### config.mk
export PLATFORM = sky130hd
export DESIGN_NAME = ethernet_rx_deframer_crc32_core
export DESIGN_NICKNAME = d
export VERILOG_FILES = /design/src/rtl/erdc_pkg.sv /design/src/rtl/erdc_frame.sv /design/src/rtl/erdc_out_fifo.sv /design/src/rtl/ethernet_rx_deframer_crc32_core.sv
export VERILOG_INCLUDE_DIRS = /design/src /design/src/rtl
export SDC_FILE = /design/constraint.sdc
export NUM_CORES = 1
export LEC_CHECK = 0
export BUFFER_PORTS_ARGS = -buffer_cell sky130_fd_sc_hd__clkbuf_2
export CAP_MARGIN = 20
export CELL_PAD_IN_SITES_DETAIL_PLACEMENT = 1
export CELL_PAD_IN_SITES_GLOBAL_PLACEMENT = 2
export CORE_MARGIN = 3
export CORE_UTILIZATION = 39
export CTS_CLUSTER_SIZE = 20
export DETAILED_ROUTE_END_ITERATION = 12
export HOLD_SLACK_MARGIN = 0.02
export PLACE_DENSITY = 0.84
export SYNTH_ARGS = -nofsm -noshare
export SYNTH_HDL_FRONTEND = slang
export SYNTH_HIERARCHICAL = 1
export SYNTH_SLANG_ARGS = --single-unit
### constraint.sdc
create_clock -name clk -period 7.7 [get_ports clk]
set_input_delay 0 -clock clk [delete_from_list [all_inputs] [get_ports clk]]
set_output_delay 0 -clock clk [all_outputs]
set_load 0.01 [all_outputs]
### src/rtl/ethernet_rx_deframer_crc32_core_defines.svh
// Assertion macros for the receive deframer top level.
`ifndef ETHERNET_RX_DEFRAMER_CRC32_CORE_DEFINES_SVH
`define ETHERNET_RX_DEFRAMER_CRC32_CORE_DEFINES_SVH

// Same-cycle implication, checked outside reset.
`define ERDC_ASSERT_NOW(label, ante, cons, msg) \
  label: assert property (@(posedge clk) disable iff (!rst_n) (ante) |-> (cons)) \
    else $error(msg);

// Next-cycle implication, checked outside reset.
`define ERDC_ASSERT_NEXT(label, ante, cons, msg) \
  label: assert property (@(posedge clk) disable iff (!rst_n) (ante) |=> (cons)) \
    else $error(msg);

`endif

### src/rtl/erdc_pkg.sv
// Types, constants and the CRC-32 byte step for the receive deframer.
package erdc_pkg;

  localparam logic [31:0] CRC_INIT   = 32'hFFFF_FFFF;
  localparam logic [31:0] CRC_POLY   = 32'hEDB8_8320;
  localparam logic [7:0]  BCAST_BYTE = 8'hFF;

  localparam int DELAY_LEN = 4;
  localparam int SRC_START = 6;
  localparam int TYPE_LO   = 12;
  localparam int TYPE_HI   = 13;
  localparam int MIN_FRAME = 18;

  localparam int FIFO_DEPTH = 4;
  localparam int PTR_BITS   = $clog2(FIFO_DEPTH);
  localparam int CNT_BITS   = $clog2(FIFO_DEPTH + 1);

  localparam logic KIND_PAYLOAD = 1'b0;
  localparam logic KIND_STATUS  = 1'b1;

  typedef enum logic [1:0] {
    ST_OK    = 2'd0,
    ST_SHORT = 2'd1,
    ST_FCS   = 2'd2,
    ST_ADDR  = 2'd3
  } status_t;

  typedef struct packed {
    logic         kind;
    logic [7:0]   payload_byte;
    status_t      status;
    logic [15:0]  frame_type;
    logic [47:0]  sender_address;
    logic         run_last;
  } result_t;

  // Results of one accepted byte: cnt items, item0 first.
  typedef struct packed {
    logic [1:0] cnt;
    result_t    item0;
    result_t    item1;
  } push_t;

  // Reflected CRC-32 update over one byte, LSB first.
  function automatic logic [31:0] crc_byte(input logic [31:0] crc_in, input logic [7:0] b);
    logic [31:0] c;
    c = crc_in;
    for (int k = 0; k < 8; k++) begin
      if (c[0] ^ b[k]) begin
        c = (c >> 1) ^ CRC_POLY;
      end else begin
        c = c >> 1;
      end
    end
    return c;
  endfunction

endpackage

### src/rtl/erdc_frame.sv
// Per-byte frame parser: header capture, delay line, CRC and status.
module erdc_frame #(
  parameter int COUNT_BITS = 16
) (
  input  logic              clk,
  input  logic              rst_n,
  input  logic              acc,
  input  logic [7:0]        data_byte,
  input  logic              frame_end,
  input  logic [47:0]       station_address,
  output erdc_pkg::push_t   push
);
  import erdc_pkg::*;

  localparam logic [COUNT_BITS-1:0] IDX_DELAY = COUNT_BITS'(DELAY_LEN);
  localparam logic [COUNT_BITS-1:0] IDX_SRC   = COUNT_BITS'(SRC_START);
  localparam logic [COUNT_BITS-1:0] IDX_TLO   = COUNT_BITS'(TYPE_LO);
  localparam logic [COUNT_BITS-1:0] IDX_THI   = COUNT_BITS'(TYPE_HI);
  localparam logic [COUNT_BITS-1:0] IDX_MIN   = COUNT_BITS'(MIN_FRAME);
  localparam logic [COUNT_BITS-1:0] CNT_MAX   = {COUNT_BITS{1'b1}};

  logic [31:0]           crc_r, crc_nxt;
  logic [7:0]            dly_r [DELAY_LEN];
  logic [7:0]            dly_nxt [DELAY_LEN];
  logic [COUNT_BITS-1:0] cnt_r, cnt_nxt;
  logic                  own_r, own_nxt;
  logic                  bc_r, bc_nxt;
  logic [15:0]           type_r, type_nxt;
  logic [47:0]           sender_r, sender_nxt;

  logic [7:0]  want;
  logic [31:0] rx_fcs;
  status_t     st;
  result_t     pay_item, st_item;
  logic        pay_en;

  function automatic logic [7:0] addr_byte(input logic [47:0] a, input logic [2:0] i);
    logic [7:0] r;
    unique case (i)
      3'd0:    r = a[47:40];
      3'd1:    r = a[39:32];
      3'd2:    r = a[31:24];
      3'd3:    r = a[23:16];
      3'd4:    r = a[15:8];
      3'd5:    r = a[7:0];
      default: r = 8'h00;
    endcase
    return r;
  endfunction

  assign want = addr_byte(station_address, cnt_r[2:0]);

  always_comb begin
    crc_nxt    = crc_r;
    cnt_nxt    = cnt_r;
    own_nxt    = own_r;
    bc_nxt     = bc_r;
    type_nxt   = type_r;
    sender_nxt = sender_r;
    for (int i = 0; i < DELAY_LEN; i++) dly_nxt[i] = dly_r[i];
    pay_en   = 1'b0;
    st       = ST_OK;
    rx_fcs   = 32'h0;
    pay_item = '0;
    st_item  = '0;
    push     = '0;

    if (acc) begin
      // Advance the CRC with the byte leaving the delay line.
      if (cnt_r >= IDX_DELAY) begin
        crc_nxt = crc_byte(crc_r, dly_r[DELAY_LEN-1]);
        pay_en  = (cnt_r >= IDX_MIN);
      end
      dly_nxt[0] = data_byte;
      for (int i = 1; i < DELAY_LEN; i++) dly_nxt[i] = dly_r[i-1];

      if (cnt_r < IDX_SRC) begin
        if (data_byte != want)       own_nxt = 1'b0;
        if (data_byte != BCAST_BYTE) bc_nxt  = 1'b0;
      end else if (cnt_r < IDX_TLO) begin
        sender_nxt = {sender_r[39:0], data_byte};
      end else if (cnt_r == IDX_TLO) begin
        type_nxt[7:0] = data_byte;
      end else if (cnt_r == IDX_THI) begin
        type_nxt[15:8] = data_byte;
      end

      if (cnt_r != CNT_MAX) cnt_nxt = cnt_r + 1'b1;

      pay_item.kind         = KIND_PAYLOAD;
      pay_item.payload_byte = dly_r[DELAY_LEN-1];

      rx_fcs = {dly_nxt[0], dly_nxt[1], dly_nxt[2], dly_nxt[3]};
      priority if (cnt_nxt < IDX_MIN)    st = ST_SHORT;
      else if (rx_fcs != ~crc_nxt)       st = ST_FCS;
      else if (!own_nxt && !bc_nxt)      st = ST_ADDR;
      else                               st = ST_OK;

      st_item.kind           = KIND_STATUS;
      st_item.status         = st;
      st_item.frame_type     = type_nxt;
      st_item.sender_address = sender_nxt;
      st_item.run_last       = 1'b1;

      push.cnt   = {1'b0, pay_en} + {1'b0, frame_end};
      push.item0 = pay_en ? pay_item : st_item;
      push.item1 = st_item;

      // Drop all frame state once the status is out.
      if (frame_end) begin
        crc_nxt    = CRC_INIT;
        cnt_nxt    = '0;
        own_nxt    = 1'b1;
        bc_nxt     = 1'b1;
        type_nxt   = '0;
        sender_nxt = '0;
        for (int i = 0; i < DELAY_LEN; i++) dly_nxt[i] = 8'h00;
      end
    end
  end

  always_ff @(posedge clk) begin
    if (!rst_n) begin
      crc_r    <= CRC_INIT;
      cnt_r    <= '0;
      own_r    <= 1'b1;
      bc_r     <= 1'b1;
      type_r   <= '0;
      sender_r <= '0;
      for (int i = 0; i < DELAY_LEN; i++) dly_r[i] <= 8'h00;
    end else begin
      crc_r    <= crc_nxt;
      cnt_r    <= cnt_nxt;
      own_r    <= own_nxt;
      bc_r     <= bc_nxt;
      type_r   <= type_nxt;
      sender_r <= sender_nxt;
      for (int i = 0; i < DELAY_LEN; i++) dly_r[i] <= dly_nxt[i];
    end
  end

endmodule

### src/rtl/erdc_out_fifo.sv
// Result queue: takes up to two items a cycle, hands out one.
module erdc_out_fifo (
  input  logic                          clk,
  input  logic                          rst_n,
  input  erdc_pkg::push_t               push,
  input  logic                          pop,
  output erdc_pkg::result_t             head,
  output logic                          head_valid,
  output logic                          room2,
  output logic [erdc_pkg::CNT_BITS-1:0] level
);
  import erdc_pkg::*;

  result_t             slot_r [FIFO_DEPTH];
  logic [PTR_BITS-1:0] wr_r, wr_nxt, rd_r, rd_nxt;
  logic [CNT_BITS-1:0] cnt_r, cnt_nxt;
  logic [PTR_BITS-1:0] wr_p1;

  assign wr_p1      = wr_r + 1'b1;
  assign head       = slot_r[rd_r];
  assign head_valid = (cnt_r != '0);
  assign room2      = (cnt_r <= CNT_BITS'(FIFO_DEPTH - 2));
  assign level      = cnt_r;

  always_comb begin
    wr_nxt  = wr_r + PTR_BITS'(push.cnt);
    rd_nxt  = rd_r + PTR_BITS'(pop);
    cnt_nxt = cnt_r + CNT_BITS'(push.cnt) - CNT_BITS'(pop);
  end

  always_ff @(posedge clk) begin
    if (push.cnt != 2'd0) slot_r[wr_r]  <= push.item0;
    if (push.cnt == 2'd2) slot_r[wr_p1] <= push.item1;
  end

  always_ff @(posedge clk) begin
    if (!rst_n) begin
      wr_r  <= '0;
      rd_r  <= '0;
      cnt_r <= '0;
    end else begin
      wr_r  <= wr_nxt;
      rd_r  <= rd_nxt;
      cnt_r <= cnt_nxt;
    end
  end

endmodule

### src/rtl/ethernet_rx_deframer_crc32_core.sv
// Top level of the Ethernet receive deframer with CRC-32 frame check.
//
// Input stream: one frame byte per transfer on in_tdata, in_tlast on the
// final (FCS) byte; no preamble. Result stream: payload bytes (out_tuser 0)
// and one status item per frame (out_tuser 1, out_tlast 1) carrying the
// status, type and sender address. Downstream drops the payload of a frame
// unless its status is ok.
// Throughput: one byte per cycle while the result queue has room; each input
// transfer is handled by the frame parser, whose results enter a four-entry
// result queue; the queue head drives the output port.
// Order: a payload byte leaves the parser four input bytes after it came in
// (the FCS delay line) and shows on the output in the cycle after that input
// transfer, if the queue is empty. The status item enters the queue with the
// transfer of the last byte, behind any payload byte that transfer released,
// which goes out first.
// Stall: the result queue keeps taking bytes while its head waits;
// in_tready drops when fewer than two entries are free.
// Reset: synchronous, active low; clears the frame state, empties the queue
// and sets station address to zero. cfg_wr_en writes the address at once.
`include "ethernet_rx_deframer_crc32_core_defines.svh"

module ethernet_rx_deframer_crc32_core #(
  parameter int COUNT_BITS = 16
) (
  input  logic        clk,
  input  logic        rst_n,
  // Input channel
  input  logic        in_tvalid,
  output logic        in_tready,
  input  logic [7:0]  in_tdata,   // [7:0] data_byte
  input  logic        in_tlast,   // frame_end
  // Result channel
  output logic        out_tvalid,
  input  logic        out_tready,
  output logic [79:0] out_tdata,  // [7:0] payload_byte, [9:8] status,
                                  // [25:10] frame_type, [73:26] sender_address
  output logic        out_tuser,  // kind
  output logic        out_tlast,  // run_last
  // Configuration
  input  logic        cfg_wr_en,
  input  logic [47:0] cfg_wr_data // station_address
);
  import erdc_pkg::*;

  logic [47:0]         station_r;
  logic                in_acc;
  logic                out_acc;
  logic                room2;
  push_t               push;
  result_t             head;
  logic [CNT_BITS-1:0] level;

  // Hold the station address; a write applies to the destination bytes still to come.
  always_ff @(posedge clk) begin
    if (!rst_n) begin
      station_r <= '0;
    end else if (cfg_wr_en) begin
      station_r <= cfg_wr_data;
    end
  end

  // Accept a byte only with room for a payload byte and a status item.
  assign in_tready = rst_n && room2;
  assign in_acc    = in_tvalid && in_tready;
  assign out_acc   = out_tvalid && out_tready;

  erdc_frame #(
    .COUNT_BITS (COUNT_BITS)
  ) u_frame (
    .clk             (clk),
    .rst_n           (rst_n),
    .acc             (in_acc),
    .data_byte       (in_tdata),
    .frame_end       (in_tlast),
    .station_address (station_r),
    .push            (push)
  );

  erdc_out_fifo u_fifo (
    .clk        (clk),
    .rst_n      (rst_n),
    .push       (push),
    .pop        (out_acc),
    .head       (head),
    .head_valid (out_tvalid),
    .room2      (room2),
    .level      (level)
  );

  assign out_tdata = {6'b0, head.sender_address, head.frame_type, head.status,
                      head.payload_byte};
  assign out_tuser = head.kind;
  assign out_tlast = head.run_last;

  `ERDC_ASSERT_NOW(a_level_bound, 1'b1, level <= CNT_BITS'(FIFO_DEPTH), "result queue overflow")
  `ERDC_ASSERT_NOW(a_ready_room, in_tready, level <= CNT_BITS'(FIFO_DEPTH - 2), "ready without room")
  `ERDC_ASSERT_NOW(a_status_last, out_tvalid, out_tuser == out_tlast, "status item and last differ")
  `ERDC_ASSERT_NEXT(a_status_out, in_acc && in_tlast, out_tvalid, "status item not queued")

endmodule

==> flow_summary.ini <==
[global_routing]
grt_max_degree = 93
grt_pass1_wl_mm = 119.2
grt_pass1_vias = 19870
grt_usage = 0.2088
antenna_found_initial = 3
overflow = 0

[clock_tree]
htreeDepth = 2
cts_tree = built
clk_latency_ns = 0.63
cts-root-buf = clkbuf_16
clock_path_buffers = 3
numCtsBuffers = 55
cts.repair.resized = 0
cts.clk_slew.worst_paths_ns = 0.06
clock-sinks = 505
cts_setup_buffers = 0

[worst_setup_path]
cp_slowest_cell = o21bai_4
endpoint_kind = register
cpLargestDelayFamily = simple AND/OR/NAND/NOR gates
crit_fanout = 49
cp.required_ns = 7.94
crit_chain = nor4_1 -> and3_1 -> nand2_2 -> ha_1 -> and2_1 -> o21bai_1 -> o21bai_4 -> buf_4
critPathLaunchType = register
critPathKind = register to register
cp_slowest_stage_delay_ns = 0.85
crit_buf_inv = 1
critPathArrivalTime_ns = 5.23

[die]
rows = 95
die_h_um = 269.5
die_width_um = 269.5
dieArea_um2 = 72620
io_pins = 146
initial_utilization = 0.3982
coreArea_um2 = 67990

[sta]
timing.final.crit_period_ns = 4.995
hold_violations = 0
whs_ns = 0.03803
tns_ns = 0
rsz0062_at_grt = no
worst_pin_slew_ns = 1.056
post-route-period-util = 0.6487
fmax_ghz = 0.2002
setup_viol = 0
fin_skew_ns = 0.01762
slew_viol_final = 0
setup_ws_ns = 2.705
slew_headroom = 0.2942

[yosys]
synth_top_area_frac = 0.3372
yosys.area.top_type = edfxtp_1
postSynthAreaPerCell_um2 = 12.28
ys_warn_count = 6
synth_edf_count = 304
ys_ff_latch = 505
synthCells = 2205
synth_top_flop_cell = edfxtp_1
synth_cell_type_count = 75
async_reset_ff_frac = 0
synth_area_um2 = 27080
ys_seq_area_frac = 0.4858
synth.area.top_cells = edfxtp_1 (34%), dfxtp_1 (15%), mux2_2 (13%), mux4_2 (6.3%), mux2_1 (2.9%)

[placement]
dp_hpwl_mm = 45.95
dp_slack_ns = 2.651
gp_congestion = 0.8445
portBuffers = 139
dpl-instance-area_um2 = 28290

[final_layout]
post-route-util = 0.4578
ff_latch_area_um2 = 13160
fin_area_um2 = 31130
syn2layout_area_growth_pct = 14.96
n_fill_cell = 7180
nets = 2444
antennaDiodeCount = 0
drive_gt1_frac = 0.2732
multi_input_area_um2 = 12750

[drt]
drt-total-wl_mm = 76.16
vias = 18170
drt_iter0_markers = 1051
antenna_left = 0
drt-pass1-iter-count = 8
post_drt_wl_per_cell_um = 22.82
drc = 0
viasPerCell = 5.445

[power_and_ir_drop]
peakVddDrop_uv = 161.7
power.density_nw_per_um2 = 211.8
power.leakage_nw = 12.56

[hold_path]
min_path_type = input port to register

[status]
status = finished clean

[job]
cap_viol_max_count = 0
[Yosys cell counts, types with 7 or more instances]
| master | count |
|---|---|
| and3_1 | 19 |
| xnor3_1 | 17 |
| dfxtp_1 | 201 |
| o2bb2ai_1 | 56 |
| nand2_1 | 159 |
| nor3_1 | 20 |
| xor2_1 | 23 |
| mux2_1 | 69 |
| o211ai_1 | 24 |
| nand3_1 | 31 |
| and2_1 | 77 |
| nor4_1 | 8 |
| buf_4 | 31 |
| ha_1 | 11 |
| buf_2 | 24 |
| xnor2_1 | 67 |
| nor2b_1 | 98 |
| nor2_1 | 118 |
| edfxtp_1 | 304 |
| o21ai_0 | 29 |
| inv_1 | 84 |
| a222oi_1 | 8 |
| xnor2_2 | 7 |
| mux2_2 | 302 |
| buf_6 | 11 |
| buf_1 | 11 |
| clkbuf_1 | 96 |
| mux2i_1 | 57 |
| a21oi_1 | 53 |
| a22oi_1 | 13 |
| mux4_2 | 76 |
[per-layer routing]
layer / GRT usage / part of all wire / vias up
met4: 0.07465 / 0.033 / 2
li1: - / - / 8343
met5: 0 / 0.00017 / -
met2: 0.3695 / 0.50 / 373
met1: 0.2633 / 0.42 / 9325
met3: 0.02498 / 0.038 / 126
[power breakdown]
| part | internal (mW) | switching, mW | total, mW | leakage [nW] |
|---|---|---|---|---|
| Sequential | 2.90 | 0.0763 | 2.98 | 4.44 |
| Combinational | 0.481 | 0.565 | 1.05 | 7.27 |
| Clock | 1.44 | 1.13 | 2.57 | 0.854 |
| Total | 4.82 | 1.77 | 6.59 | 12.6 |
[sequential cells by signal, summed over array words and instances, names as in the netlist]
signal and count:
u_fifo/level 3, u_frame/sender_r 48, u_fifo/slot_r 304, u_fifo/rd_r 2, u_frame/cnt_r 16, u_fifo/wr_r 2
u_frame/dly_r 32, u_frame/type_r 16, station_r 48, u_frame/crc_r 32, u_frame/own_r 1, u_frame/bc_r 1
[path summary, 6_finish.rpt]
check	cells after the start	end	slack, ns	startpoint
setup reg to reg	8	u_fifo/slot_r[2][63]	2.71	u_frame/cnt_r[5]
setup / recovery	8	u_fifo/slot_r[2][63]	2.71	u_frame/cnt_r[5]
hold / removal	3	u_frame/dly_r[0][3]	0.04	in_tdata[3]
hold reg to reg	2	u_frame/bc_r	0.48	u_frame/bc_r
[tightest hold or removal path: stages]
cell	delay, ns
clkbuf_2	0.37
a22oi_1	0.12
nor2b_1	0.10
[metrics by stage]
step | instances | total power [mW]
5_1_grt | 3337 | 6.854
6_report | 3337 | 6.593
4_1_cts | 3335 | 6.670
2_1_floorplan | 2217 | 3.665
3_3_place_gp | 3126 | 4.033
3_5_place_dp | 3126 | 4.050
[cells by family (layout without fill, tap and decap cells)]
logic type                 after synthesis  in the layout  synth area share
muxes                                  504            504            0.2386
and+or+nand+nor                        559            559            0.1032
other                                    2             14         0.0002774
DFF                                    505            505            0.4858
xor gates and xnor gates               123            123           0.05578
buffers and inverters                  263            462           0.04755
AOI/OAI and AO/OA                      237            237           0.06299
adders and majority gates               12             12          0.005823
[cells in the final DEF, fill, tap and decap left out, types with 10 or more instances in the layout]
cell | synthesis | layout
a21oi_1 | 53 | 53
a22oi_1 | 13 | 13
and2_1 | 77 | 77
and3_1 | 19 | 18
buf_4 | 31 | 29
clkbuf_1 | 96 | 14
clkbuf_16 | 0 | 56
clkbuf_2 | 0 | 137
clkinv_1 | 1 | 10
clkinv_2 | 0 | 15
conb_1 | 2 | 14
dfxtp_1 | 201 | 199
dlygate4sd3_1 | 0 | 106
edfxtp_1 | 304 | 304
ha_1 | 11 | 11
inv_1 | 84 | 84
mux2_1 | 69 | 69
mux2_2 | 302 | 302
mux2i_1 | 57 | 57
mux4_2 | 76 | 76
nand2_1 | 159 | 157
nand3_1 | 31 | 31
nor2_1 | 118 | 116
nor2b_1 | 98 | 98
nor3_1 | 20 | 20
o211ai_1 | 24 | 24
o21ai_0 | 29 | 28
o2bb2ai_1 | 56 | 56
xnor2_1 | 67 | 67
xnor3_1 | 17 | 17
xor2_1 | 23 | 23
[cell type report]
type                    count  area share
clock inverters            30    0.007597
inverters                  85     0.01029
clock buffers              73     0.04803
well taps                 921     0.03702
repair buffers            274     0.06464
multi-input cells        1449      0.4096
flip-flops and latches    505      0.4228
[what timing repair did]
item,4_1_cts,5_1_grt
setup endpoints to repair,0,0
endpoints found under the hold margin,81,0
hold buffers,106,0
Power figures use the tool's default switching activity.
